## src/rtl/omc_pkg.sv

```systemverilog
// ----------------------------------------------------------------------------
// omc_pkg
// Shared types, codes and the per-modifier step function of the oneshot
// modifier controller.
// ----------------------------------------------------------------------------
package omc_pkg;

  localparam int NUM_MODS  = 4;
  localparam int NUM_SLOTS = 6;
  localparam int KEY_W     = 16;

  // action codes
  localparam logic ACT_PRESS   = 1'b0;
  localparam logic ACT_RELEASE = 1'b1;

  // output key codes
  localparam logic [2:0] KEY_SHIFT = 3'd0;
  localparam logic [2:0] KEY_CTRL  = 3'd1;
  localparam logic [2:0] KEY_ALT   = 3'd2;
  localparam logic [2:0] KEY_CMD   = 3'd3;
  localparam logic [2:0] KEY_SPACE = 3'd4;

  // input kinds
  localparam logic OP_KEY  = 1'b0;
  localparam logic OP_TICK = 1'b1;

  // modifier phases
  localparam logic [2:0] PH_UP_UNQ    = 3'd0;
  localparam logic [2:0] PH_UP_QUE    = 3'd1;
  localparam logic [2:0] PH_UP_USED   = 3'd2;
  localparam logic [2:0] PH_DN_UNUSED = 3'd3;
  localparam logic [2:0] PH_DN_USED   = 3'd4;

  // register indexes
  localparam logic [2:0] REG_SHIFT_TRIG = 3'd0;
  localparam logic [2:0] REG_CTRL_TRIG  = 3'd1;
  localparam logic [2:0] REG_ALT_TRIG   = 3'd2;
  localparam logic [2:0] REG_CMD_TRIG   = 3'd3;
  localparam logic [2:0] REG_SWAP_TRIG  = 3'd4;
  localparam logic [2:0] REG_CANCEL_A   = 3'd5;
  localparam logic [2:0] REG_CANCEL_B   = 3'd6;
  localparam logic [2:0] REG_TIMEOUT    = 3'd7;

  // register file contents
  typedef struct packed {
    logic [NUM_MODS-1:0][KEY_W-1:0] mod_trig;
    logic [KEY_W-1:0]               swap_trig;
    logic [KEY_W-1:0]               cancel_a;
    logic [KEY_W-1:0]               cancel_b;
    logic [KEY_W-1:0]               timeout;
  } cfg_t;

  // one run of actions: slot 0 ctrl (swapper), slot 1 space,
  // slots 2 to 5 shift, ctrl, alt, cmd
  typedef struct packed {
    logic [NUM_SLOTS-1:0] mask;
    logic [NUM_SLOTS-1:0] act;
  } run_t;

  // outcome of one modifier unit
  typedef struct packed {
    logic       emit;
    logic       act;
    logic [2:0] ph_next;
    logic       arm_touch;
    logic       arm_val;
  } mod_res_t;

  function automatic mod_res_t mod_step(input logic [2:0] ph, input logic match,
                                        input logic down, input logic cancel,
                                        input logic oneshot);
    mod_res_t r;
    r.emit      = 1'b0;
    r.act       = ACT_RELEASE;
    r.ph_next   = ph;
    r.arm_touch = 1'b0;
    r.arm_val   = 1'b0;
    if (match) begin
      if (down) begin
        r.emit      = (ph == PH_UP_UNQ);
        r.act       = ACT_PRESS;
        r.ph_next   = PH_DN_UNUSED;
        r.arm_touch = 1'b1;
        r.arm_val   = 1'b0;
      end else if (ph == PH_DN_UNUSED) begin
        r.ph_next   = PH_UP_QUE;
        r.arm_touch = 1'b1;
        r.arm_val   = 1'b1;
      end else if (ph == PH_DN_USED) begin
        r.ph_next = PH_UP_UNQ;
        r.emit    = 1'b1;
      end
    end else if (down) begin
      if (cancel && ph != PH_UP_UNQ) begin
        r.ph_next = PH_UP_UNQ;
        r.emit    = 1'b1;
      end
      if (!oneshot) begin
        if (ph == PH_DN_UNUSED) begin
          r.ph_next = PH_DN_USED;
        end else if (ph == PH_UP_QUE) begin
          r.ph_next = PH_UP_USED;
        end else if (ph == PH_UP_USED) begin
          r.ph_next = PH_UP_UNQ;
          r.emit    = 1'b1;
        end
      end
    end else if (!oneshot) begin
      if (ph == PH_DN_UNUSED) begin
        r.ph_next = PH_DN_USED;
      end else if (ph == PH_UP_QUE || ph == PH_UP_USED) begin
        r.ph_next = PH_UP_UNQ;
        r.emit    = 1'b1;
      end
    end
    return r;
  endfunction

endpackage

```

## src/rtl/omc_cfg.sv

```systemverilog
// ----------------------------------------------------------------------------
// omc_cfg
// Configuration register file: trigger keycodes, cancel keys and timeout.
// ----------------------------------------------------------------------------
module omc_cfg (
  input  logic                clk,
  input  logic                rst,
  input  logic                cfg_valid,
  output logic                cfg_ready,
  input  logic [2:0]          cfg_index,
  input  logic [15:0]         cfg_data,
  output omc_pkg::cfg_t       cfg
);
  import omc_pkg::*;

  assign cfg_ready = 1'b1;

  // register writes
  always_ff @(posedge clk) begin
    if (rst) begin
      cfg.mod_trig[0] <= 16'd1;
      cfg.mod_trig[1] <= 16'd2;
      cfg.mod_trig[2] <= 16'd3;
      cfg.mod_trig[3] <= 16'd4;
      cfg.swap_trig   <= 16'd5;
      cfg.cancel_a    <= 16'd6;
      cfg.cancel_b    <= 16'd7;
      cfg.timeout     <= 16'd5000;
    end else if (cfg_valid) begin
      unique case (cfg_index)
        REG_SHIFT_TRIG: cfg.mod_trig[0] <= cfg_data;
        REG_CTRL_TRIG:  cfg.mod_trig[1] <= cfg_data;
        REG_ALT_TRIG:   cfg.mod_trig[2] <= cfg_data;
        REG_CMD_TRIG:   cfg.mod_trig[3] <= cfg_data;
        REG_SWAP_TRIG:  cfg.swap_trig   <= cfg_data;
        REG_CANCEL_A:   cfg.cancel_a    <= cfg_data;
        REG_CANCEL_B:   cfg.cancel_b    <= cfg_data;
        REG_TIMEOUT:    cfg.timeout     <= cfg_data;
        default: ;
      endcase
    end
  end

endmodule

```

## src/rtl/omc_core.sv

```systemverilog
// ----------------------------------------------------------------------------
// omc_core
// Input register, modifier/swapper state and the single-pass step logic that
// turns one event into a run of up to six actions.
// ----------------------------------------------------------------------------
module omc_core (
  input  logic                clk,
  input  logic                rst,
  input  omc_pkg::cfg_t       cfg,
  input  logic                in_valid,
  output logic                in_ready,
  input  logic                in_op,
  input  logic [15:0]         in_key,
  input  logic                in_down,
  output logic                run_push,
  input  logic                run_space,
  output omc_pkg::run_t       run
);
  import omc_pkg::*;

  logic                         held;
  logic                         op;
  logic [KEY_W-1:0]             key;
  logic                         down;
  logic                         advance;

  logic [NUM_MODS-1:0][2:0]     phase;
  logic [NUM_MODS-1:0][2:0]     phase_next;
  logic                         swap_active;
  logic                         swap_active_next;
  logic                         armed;
  logic                         armed_next;
  logic [KEY_W-1:0]             elapsed;
  logic [KEY_W-1:0]             elapsed_next;
  logic [KEY_W-1:0]             elapsed_inc;
  logic                         fire;
  logic                         cancel;
  logic                         oneshot;
  logic                         swap_match;
  logic                         touched;
  mod_res_t [NUM_MODS-1:0]      res;

  assign advance  = held && run_space;
  assign in_ready = !held || run_space;

  // input register
  always_ff @(posedge clk) begin
    if (rst) begin
      held <= 1'b0;
    end else if (in_ready) begin
      held <= in_valid;
    end
  end

  always_ff @(posedge clk) begin
    if (in_ready && in_valid) begin
      op   <= in_op;
      key  <= in_key;
      down <= in_down;
    end
  end

  // key classification
  assign cancel     = (key == cfg.cancel_a) || (key == cfg.cancel_b);
  assign oneshot    = cancel || (key == cfg.mod_trig[0]) || (key == cfg.mod_trig[1])
                      || (key == cfg.mod_trig[2]) || (key == cfg.mod_trig[3]);
  assign swap_match = (key == cfg.swap_trig);

  // tick counter saturates at its top value
  assign elapsed_inc = (elapsed == {KEY_W{1'b1}}) ? elapsed : elapsed + 1'b1;
  assign fire        = armed && (elapsed_inc > cfg.timeout);

  // per-modifier units, independent of each other
  always_comb begin
    for (int m = 0; m < NUM_MODS; m++) begin
      res[m] = mod_step(phase[m], key == cfg.mod_trig[m], down, cancel, oneshot);
    end
  end

  // next state and action run
  always_comb begin
    phase_next       = phase;
    swap_active_next = swap_active;
    armed_next       = armed;
    elapsed_next     = elapsed;
    touched          = 1'b0;
    run.mask         = '0;
    run.act          = '0;
    if (op == OP_TICK) begin
      elapsed_next = elapsed_inc;
      if (fire) begin
        run.mask[NUM_SLOTS-1:2] = '1;
        run.act[NUM_SLOTS-1:2]  = '1;
        for (int m = 0; m < NUM_MODS; m++) begin
          phase_next[m] = PH_UP_UNQ;
        end
        armed_next   = 1'b0;
        elapsed_next = '0;
      end
    end else begin
      // swapper
      if (swap_match) begin
        run.mask[1] = 1'b1;
        run.act[1]  = down ? ACT_PRESS : ACT_RELEASE;
        if (down && !swap_active) begin
          run.mask[0]      = 1'b1;
          run.act[0]       = ACT_PRESS;
          swap_active_next = 1'b1;
        end
      end else if (swap_active) begin
        run.mask[0]      = 1'b1;
        run.act[0]       = ACT_RELEASE;
        swap_active_next = 1'b0;
      end
      // modifiers, later units win on the shared timeout
      for (int m = 0; m < NUM_MODS; m++) begin
        run.mask[m+2] = res[m].emit;
        run.act[m+2]  = res[m].act;
        phase_next[m] = res[m].ph_next;
        if (res[m].arm_touch) begin
          armed_next = res[m].arm_val;
          touched    = 1'b1;
        end
      end
      if (touched) begin
        elapsed_next = '0;
      end
    end
  end

  assign run_push = advance && (run.mask != '0);

  // state registers
  always_ff @(posedge clk) begin
    if (rst) begin
      for (int m = 0; m < NUM_MODS; m++) begin
        phase[m] <= PH_UP_UNQ;
      end
      swap_active <= 1'b0;
      armed       <= 1'b0;
      elapsed     <= '0;
    end else if (advance) begin
      phase       <= phase_next;
      swap_active <= swap_active_next;
      armed       <= armed_next;
      elapsed     <= elapsed_next;
    end
  end

endmodule

```

## src/rtl/omc_out.sv

```systemverilog
// ----------------------------------------------------------------------------
// omc_out
// Two-run result queue and serializer: sends the actions of the head run one
// word per cycle while out_ready is high, in slot order; marks the final one.
// ----------------------------------------------------------------------------
module omc_out (
  input  logic                clk,
  input  logic                rst,
  input  logic                run_push,
  output logic                run_space,
  input  omc_pkg::run_t       run,
  output logic                out_valid,
  input  logic                out_ready,
  output logic                out_act,
  output logic [2:0]          out_key,
  output logic                out_last
);
  import omc_pkg::*;

  run_t                   q [2];
  logic                   wr_ptr;
  logic                   rd_ptr;
  logic [1:0]             count;
  run_t                   head;
  logic [NUM_SLOTS-1:0]   pick;
  logic [2:0]             slot;
  logic                   pop;

  assign head      = q[rd_ptr];
  assign out_valid = (count != 2'd0);
  assign run_space = (count != 2'd2);
  assign pop       = out_valid && out_ready;

  // lowest pending slot of the head run
  always_comb begin
    pick = '0;
    slot = '0;
    for (int s = NUM_SLOTS - 1; s >= 0; s--) begin
      if (head.mask[s]) begin
        pick    = '0;
        pick[s] = 1'b1;
        slot    = 3'(s);
      end
    end
  end

  // slot to key mapping
  always_comb begin
    case (slot)
      3'd0:    out_key = KEY_CTRL;
      3'd1:    out_key = KEY_SPACE;
      default: out_key = slot - 3'd2;
    endcase
  end

  assign out_act  = head.act[slot];
  assign out_last = ((head.mask & ~pick) == '0);

  // queue storage
  always_ff @(posedge clk) begin
    if (run_push) begin
      q[wr_ptr] <= run;
    end
    if (pop && !out_last) begin
      q[rd_ptr].mask <= head.mask & ~pick;
    end
  end

  // queue pointers
  always_ff @(posedge clk) begin
    if (rst) begin
      wr_ptr <= 1'b0;
      rd_ptr <= 1'b0;
      count  <= 2'd0;
    end else begin
      if (run_push) begin
        wr_ptr <= ~wr_ptr;
      end
      if (pop && out_last) begin
        rd_ptr <= ~rd_ptr;
      end
      count <= count + {1'b0, run_push} - {1'b0, pop && out_last};
    end
  end

endmodule

```

## src/rtl/oneshot_modifier_controller.sv

```systemverilog
// ----------------------------------------------------------------------------
// oneshot_modifier_controller
// Oneshot shift/ctrl/alt/cmd modifiers with a ctrl+space swapper and a
// shared timeout on queued releases.
// ----------------------------------------------------------------------------
// Usage:
//   The slave channel takes one word per event: a key event (keycode and
//   down/up) or a time tick, selected by s_tuser. Each word produces a run
//   of zero to six action words on the master channel (press or release of
//   shift, ctrl, alt, cmd or space); m_tlast marks the final word of a run.
//   Events that cause no action produce no words.
//   The event is held in the input register, its run is written into a
//   two-run queue once the queue has space, and its first action is then
//   visible on the master channel; a run leaves at one word per cycle while
//   m_tready is high. The input register takes a new event while earlier
//   runs are still leaving, as long as the queue has space.
//   When the receiver stalls, the queue fills and s_tready drops once two
//   runs wait and the input register is occupied; nothing is lost.
//   The cfg channel writes the eight registers (always ready); the user must
//   use it only while the block is idle, which the block does not enforce.
//   Reset (rst, synchronous) loads the default keycodes and timeout, clears
//   all phases, the swapper and the timeout counter, and empties the queue.
// ----------------------------------------------------------------------------
module oneshot_modifier_controller (
  input  logic        clk,
  input  logic        rst,
  // event input
  input  logic        s_tvalid,
  output logic        s_tready,
  input  logic [23:0] s_tdata,   // [15:0] key_code, [16] pressed, [23:17] zero
  input  logic        s_tuser,   // [0] op
  // action output
  output logic        m_tvalid,
  input  logic        m_tready,
  output logic [7:0]  m_tdata,   // [0] action, [3:1] action_key, [7:4] zero
  output logic        m_tlast,
  // configuration writes
  input  logic        cfg_valid,
  output logic        cfg_ready,
  input  logic [2:0]  cfg_index,
  input  logic [15:0] cfg_data
);
  import omc_pkg::*;

  cfg_t       cfg;
  run_t       run;
  logic       run_push;
  logic       run_space;
  logic       out_act;
  logic [2:0] out_key;

  // register file
  omc_cfg u_cfg (
    .clk       (clk),
    .rst       (rst),
    .cfg_valid (cfg_valid),
    .cfg_ready (cfg_ready),
    .cfg_index (cfg_index),
    .cfg_data  (cfg_data),
    .cfg       (cfg)
  );

  // event step logic and state
  omc_core u_core (
    .clk       (clk),
    .rst       (rst),
    .cfg       (cfg),
    .in_valid  (s_tvalid),
    .in_ready  (s_tready),
    .in_op     (s_tuser),
    .in_key    (s_tdata[15:0]),
    .in_down   (s_tdata[16]),
    .run_push  (run_push),
    .run_space (run_space),
    .run       (run)
  );

  // run queue and serializer
  omc_out u_out (
    .clk       (clk),
    .rst       (rst),
    .run_push  (run_push),
    .run_space (run_space),
    .run       (run),
    .out_valid (m_tvalid),
    .out_ready (m_tready),
    .out_act   (out_act),
    .out_key   (out_key),
    .out_last  (m_tlast)
  );

  assign m_tdata = {4'b0000, out_key, out_act};

endmodule

```

## config.mk

```make
export PLATFORM = sky130hd
export DESIGN_NAME = oneshot_modifier_controller
export DESIGN_NICKNAME = d
export VERILOG_FILES = /design/src/rtl/omc_pkg.sv /design/src/rtl/omc_cfg.sv /design/src/rtl/omc_core.sv /design/src/rtl/omc_out.sv /design/src/rtl/oneshot_modifier_controller.sv
export SDC_FILE = /design/constraint.sdc
export NUM_CORES = 1
export LEC_CHECK = 0
export BUFFER_PORTS_ARGS = -buffer_cell sky130_fd_sc_hd__buf_2
export CORE_AREA = 5 5 100 195
export DETAILED_ROUTE_END_ITERATION = 10
export DIE_AREA = 0 0 105 200
export GPL_ROUTABILITY_DRIVEN = 0
export GPL_TIMING_DRIVEN = 0
export PLACE_DENSITY = 0.79
export SYNTH_ARGS = -nofsm -noshare
export SYNTH_HDL_FRONTEND = slang
export SYNTH_SLANG_ARGS = --single-unit
```

## constraint.sdc

```tcl
create_clock -name clk -period 5.1 [get_ports clk]
set_input_delay 0.51 -clock clk [delete_from_list [all_inputs] [get_ports clk]]
set_output_delay 0.51 -clock clk [all_outputs]
set_load 0.02 [all_outputs]
```

Word-level counts from Yosys, hierarchy flattened
Memory sizes are Yosys's and may differ from the RTL's. A register that Yosys moved wholly into a read port is not among the register bits.
Cells that the tools add are included.
- reduce and logical (&&, ||, !) cells: 59
- equality and inequality tests: 43
- muxes and demuxes: 168
- bitwise gates (word level): 5
- add/sub/neg operators: 4
- order comparisons: 2
- operators by type and width (operator ; number):
    $mux 3 ; 54
    $eq 16x16->1 ; 7
    $mux 1 ; 83
    $mux 16 ; 4
    $mux 6 ; 6
    $eq 3x2->1 const B ; 10
    $reduce_bool 5->1 ; 5
    $eq 3x3->1 const B ; 8
    $mux 12 ; 2
    $mux 2 ; 10
    $mux 5 ; 4
    $ne 5x3->1 const B ; 4
    $reduce_and 5->1 ; 4
    $eq 3x1->1 const B ; 6
    $logic_not 3->1 ; 6
    $reduce_and 2->1 ; 9
    $add 16x1->16 const B ; 1
    $eq 16x16->1 const B ; 1
    $gt 16x16->1 ; 1
    $ne 4x2->1 const B ; 4
    $logic_and 1x1->1 ; 12
    $mux 4 ; 3
    $reduce_bool 3->1 ; 4
    $logic_or 1x1->1 ; 10
    15 further kinds ; 23
- output and inout bits: 12
- logic and storage cells: 304
- memories kept: 1
- bits in writable memories: 24
- input bits: 49
- flip-flop bits (word level): 181
- memories (memory ; depth ; width ; read ports ; clocked after Yosys merged registers in ; wr ports ; RTL line ; RTL):
    u_out.q ; 2 ; 12 ; 1 ; 1 ; 2 ; omc_out.sv:20 ; run_t q [2];

Logic depth before layout (Yosys ltp)
- depth in word-level cells: 15
- gate-level depth with buffers: 22
- mapped depth without buffers: 20

Hierarchy
From an unflattened synthesis, not the netlist that was laid out.
- cells, all modules: 1230
- area, all modules: 11687.5 µm²
- by module, submodules not included (module ; area an instance (µm²) ; instances ; cells each ; sequential area each (µm²)):
    omc_cfg ; 5066.1 ; 1 ; 464 ; 2562.5
    omc_core ; 4961.0 ; 1 ; 603 ; 1161.1
    omc_out ; 1619.1 ; 1 ; 157 ; 820.8
    oneshot_modifier_controller ; 41.3 ; 1 ; 6 ; 0.0

Worst setup path before layout
Ideal clock, no wire load.
- path type: register to register
- start: register u_core.elapsed[3]
- end: register u_out.count[1]
- path slack: 0.559 ns
- data arrival time: 4.414 ns
- stages on the path, launching flop included: 22
- required time: 4.972 ns
- clock period less this slack: 4.541 ns
- setup time: 0.128 ns
- path through: dfxtp_1 clkbuf_1 and4_1 nand4_1 or3_1 nor2b_1 and3_1 xor2_1 ha_1 nand3_1 nor3_1 a21boi_0 and2_1 or3_1 clkbuf_1 o211a_1 a211oi_2 nor2_1 ha_1 xor2_1 xnor2_1 nor2_1
- cells in the longest elaborated chain, start to end: 10
- elaborated cells on any way between the ends: 11
- classes of those cells: add/sub: 3; order compare: 1; eq/ne: 1; mux: 3; reduce/logical: 3
- ends and longest elaborated chain (element ; RTL line ; RTL):
    from (decl) ; omc_core.sv:33 ; logic [KEY_W-1:0] elapsed;
    from (signal assigned) ; omc_core.sv:146 ; elapsed <= elapsed_next;
    $add 16x1->16 / $eq 16x16->1 (equally long branches) ; omc_core.sv:70 ; assign elapsed_inc = (elapsed == {KEY_W{1'b1}}) ? elapsed : elapsed + 1'b1;
    $mux 16 (*) ; omc_core.sv:70 ;
    $gt 16x16->1 (*) ; omc_core.sv:71 ; assign fire = armed && (elapsed_inc > cfg.timeout);
    $logic_and 1x1->1 (*) ; omc_core.sv:71 ;
    $mux 4 (*) ; omc_core.sv:91 ; if (fire) begin
    $mux 4 (*) ; omc_core.sv:89 ; if (op == OP_TICK) begin
    $reduce_bool 6->1 (*) ; omc_core.sv:131 ; assign run_push = advance && (run.mask != '0);
    $logic_and 1x1->1 (*) ; omc_core.sv:131 ;
    $add 2x1->2 (*) ; omc_out.sv:82 ; count <= count + {1'b0, run_push} - {1'b0, pop && out_last};
    $sub 2x1->2 (*) ; omc_out.sv:82 ;
    to (signal assigned) ; omc_out.sv:82 ;
    to (decl) ; omc_out.sv:23 ; logic [1:0] count;
Mark *: on every way between the ends. The rest lies on a longest branch, timed or not.
A chain may end at the register's enable or synchronous reset.

==> metrics.md <==
| Metric | Value |
|---|---|
| Status | `finished, final reports clean` |
| Worst-path clk slew | `70 ps` |
| Avg Inst Size Synth | `8.18 sq um` |
| Ys Warns | `0` |
| Critical Path AT | `5030 ps` |
| Pleak | `4.55 nW` |
| Pre-antenna DRT Iters | `6` |
| Met3 WL | `~2.3 mm` |
| Synth top area share | `0.303` |
| First-pass GRT wire length | `around 51 mm` |
| Crit end category | `flip-flop` |
| CP max FO | `7` |
| Die H | `200 um` |
| Maxcap violations | `0` |
| Top cells by area, synth | `dfxtp_1, edfxtp_1, nand2_1, xor2_1, a21oi_1` |
| H-tree levels | `1` |
| Root cell of the clock tree | `clkbuf_16` |
| Die area | `0.0210 sq mm` |
| Final #Nets | `~1400` |
| Post-synth ARST share | `0` |
| Mux contribution to synthesized area | `0.0190` |
| CTS max path bufs | `3` |
| CTS tree | `yes` |
| Final WL | `between 30 and 40 mm` |
| Synth area leader | `dfxtp_1` |
| Hold Fails Final Rpt | `0` |
| Critical path class | `reg -> reg` |
| Total Power | `approximately 0.0036 W` |
| Flops & latches, synth | `206` |
| DP Wirelength | `roughly 24 mm` |
| Synthesized area | `between 0.01 and 0.015 sq mm` |
| Met2 Wirelength | `16.1 mm` |
| Post-Synth Simple-Gate Area | `0.228` |
| EDFF count, synth | `42` |
| Main combinational cell family by area after synthesis | `simple AND/OR/NAND/NOR gates` |
| Grt total ovfl | `0` |
| CTS sink cnt | `between 200 and 250` |
| WHS | `approximately 190 ps` |
| Final cycle utilization of the critical path | `0.961` |
| Standard-cell row count | `just under 70` |
| Number of nets still failing antenna checks after routing | `0` |
| Sequential area share after synthesis | `0.419` |
| Uppermost layer routed | `met4` |
| Worst Max-Slew Pin Slew | `between 1000 and 1500 ps` |
| Post-synthesis compound-gate area fraction | `0.150` |
| # diodes | `0` |
| Commonest cells post-synth | `nand2_1, dfxtp_1, a21oi_1` |
| Initial DRC count | `603` |
| I/O Pins | `roughly 60` |
| Vias in the first global route | `about 9800` |
| Slew HR | `0.120` |
| Fmax | `just over 200 MHz` |
| Crit path launch type | `flip-flop` |
| Total global-route track usage | `0.305` |
| Ratio of cells with drive above 1 in the final layout | `0.0971` |
| Core region area | `approximately 0.018 sq mm` |
| Fillers | `1520` |
| # setup viols final | `0` |
| Antenna violations before repair | `0` |
| Skew-Pair Late Insertion Delay | `500 ps` |
| Worst Path Required | `between 5000 and 6000 ps` |
| Drt wl/cell | `about 20 um` |
| Adder-Cell Fraction of Synth Area | `0.0219` |
| Met1 WL | `roughly 10 mm` |
| Initial Util | `0.609` |
| Most frequent cell after synthesis | `nand2_1` |
| Cells after synthesis | `about 1300` |
| RSZ-0062 raised after global routing | `false` |
| Fin crit period | `~5000 ps` |
| Largest net degree at the start of global routing | `17` |
| Die span in x | `about 110 um` |
| Synth cell types | `73` |
| Clock Skews | `between 15 and 20 ps` |
| Hold Path Class | `in -> reg` |
| Peak supply drop | `just over 0.3 mV` |
| Area Overhead vs Synth | `10.1%` |
| Synth Area in XOR/XNOR | `0.104` |
| Vias | `just under 10000` |
| Util after Layout | `0.671` |
| DRC viols | `0` |
| Total CTS buffers | `19` |
| Fin. max-slew vios | `0` |
| I/O Buffers | `29` |
| Footprint of the multi-input gates | `0.00573 sq mm` |
| Top_reg_cell synth | `dfxtp_1` |
| Pwr Density | `~300 mW/mm^2` |
| Seq. cell area | `about 0.0045 sq mm` |
| Via density | `6.13` |
[kinds of logic after synthesis]
kind of cell / after synthesis
xor gates and xnor gates: 129
and+or+nand+nor: 542
DFF: 206
other: 2
adders and majority gates: 19
muxes: 16
buffers and inverters: 136
AOI/OAI and AO/OA: 275
[report_power, final]
| part | switching [W] | total (W) | internal (W) |
|---|---|---|---|
| combinational | 0.000282 | 0.000419 | 0.000137 |
| sequential | 0.0000265 | 0.00174 | 0.00171 |
| clock | 0.000628 | 0.00144 | 0.000808 |
[worst paths after layout]
path,start,endpoint,slack [ps],cells after the start
worst max register to register,u_core.elapsed[4],u_out.q[0][0],200,16
worst min-delay path,s_tdata[11],u_core.key[11],190,1
worst max-delay path,u_core.elapsed[4],u_out.q[0][0],200,16
worst min register to register,u_cfg.cfg[10],u_cfg.cfg[10],450,2
[timing repair]
action,4_1_cts,5_1_grt
endpoints found under the setup margin,26,14
setup buffers,0,2
pin swaps,0,1
hold buffers,0,0
resized for setup,4,5
[flip-flops by register name, indices dropped and copies added (netlist names), 2 cells and up, named ones only]
name            flops
u_core.elapsed     16
u_core.phase       12
u_out.q            24
u_core.key         16
u_cfg.cfg         128
u_out.count         2
[per-layer routing]
metal / track usage / up-vias
li1: - / 4657
met1: 0.298 / 4494
met2: 0.543 / 472
met3: 0.0486 / 199
met4: 0.278 / 0
met5: 0 / -
[area by class of cell]
class	instances	area share
well taps	213	0.0223
repair buffers	32	0.0144
multi-input cells	986	0.480
inverters	34	0.0107
clock inverters	7	0.00514
plain buffers	100	0.0405
clock buffers	25	0.0460
flip-flops and latches	206	0.381
[cells in the final DEF (no fill, tap or decap), drive strengths merged, types with 12 or more instances in the layout]
master  count
nor3       22
xor2      103
o21ai      32
nand4      20
ha         19
clkbuf     94
a31oi      12
edfxtp     42
xnor2      26
nand3      24
nor4       30
nand2     298
dfxtp     164
a21oi     153
inv        32
nor2       79
buf        63
[stage by stage]
step                area [sq um]  TNS [ps]  instances  setup WS (ps)
floorplan                  10900         0       1328            559
global placement           11300     -1970       1570           -268
detailed placement         11300     -3410       1571           -323
CTS                        11900         0       1601            104
global route               11900         0       1603           34.9
finish                     11900         0       1603            201
[critical path: stages (launching register included)]
cell	delay, ps
dfxtp_1	430
and4_2	330
nand4_1	230
or3_1	480
nor2b_1	250
and3_1	250
xor2_1	160
ha_1	280
nand3_1	110
o221a_2	300
o21ai_0	250
and3_1	310
nor3_2	90
o2bb2ai_1	360
a211oi_4	90
buf_4	170
nor2_1	420
Note: power is estimated with default switching activity, not from simulation.
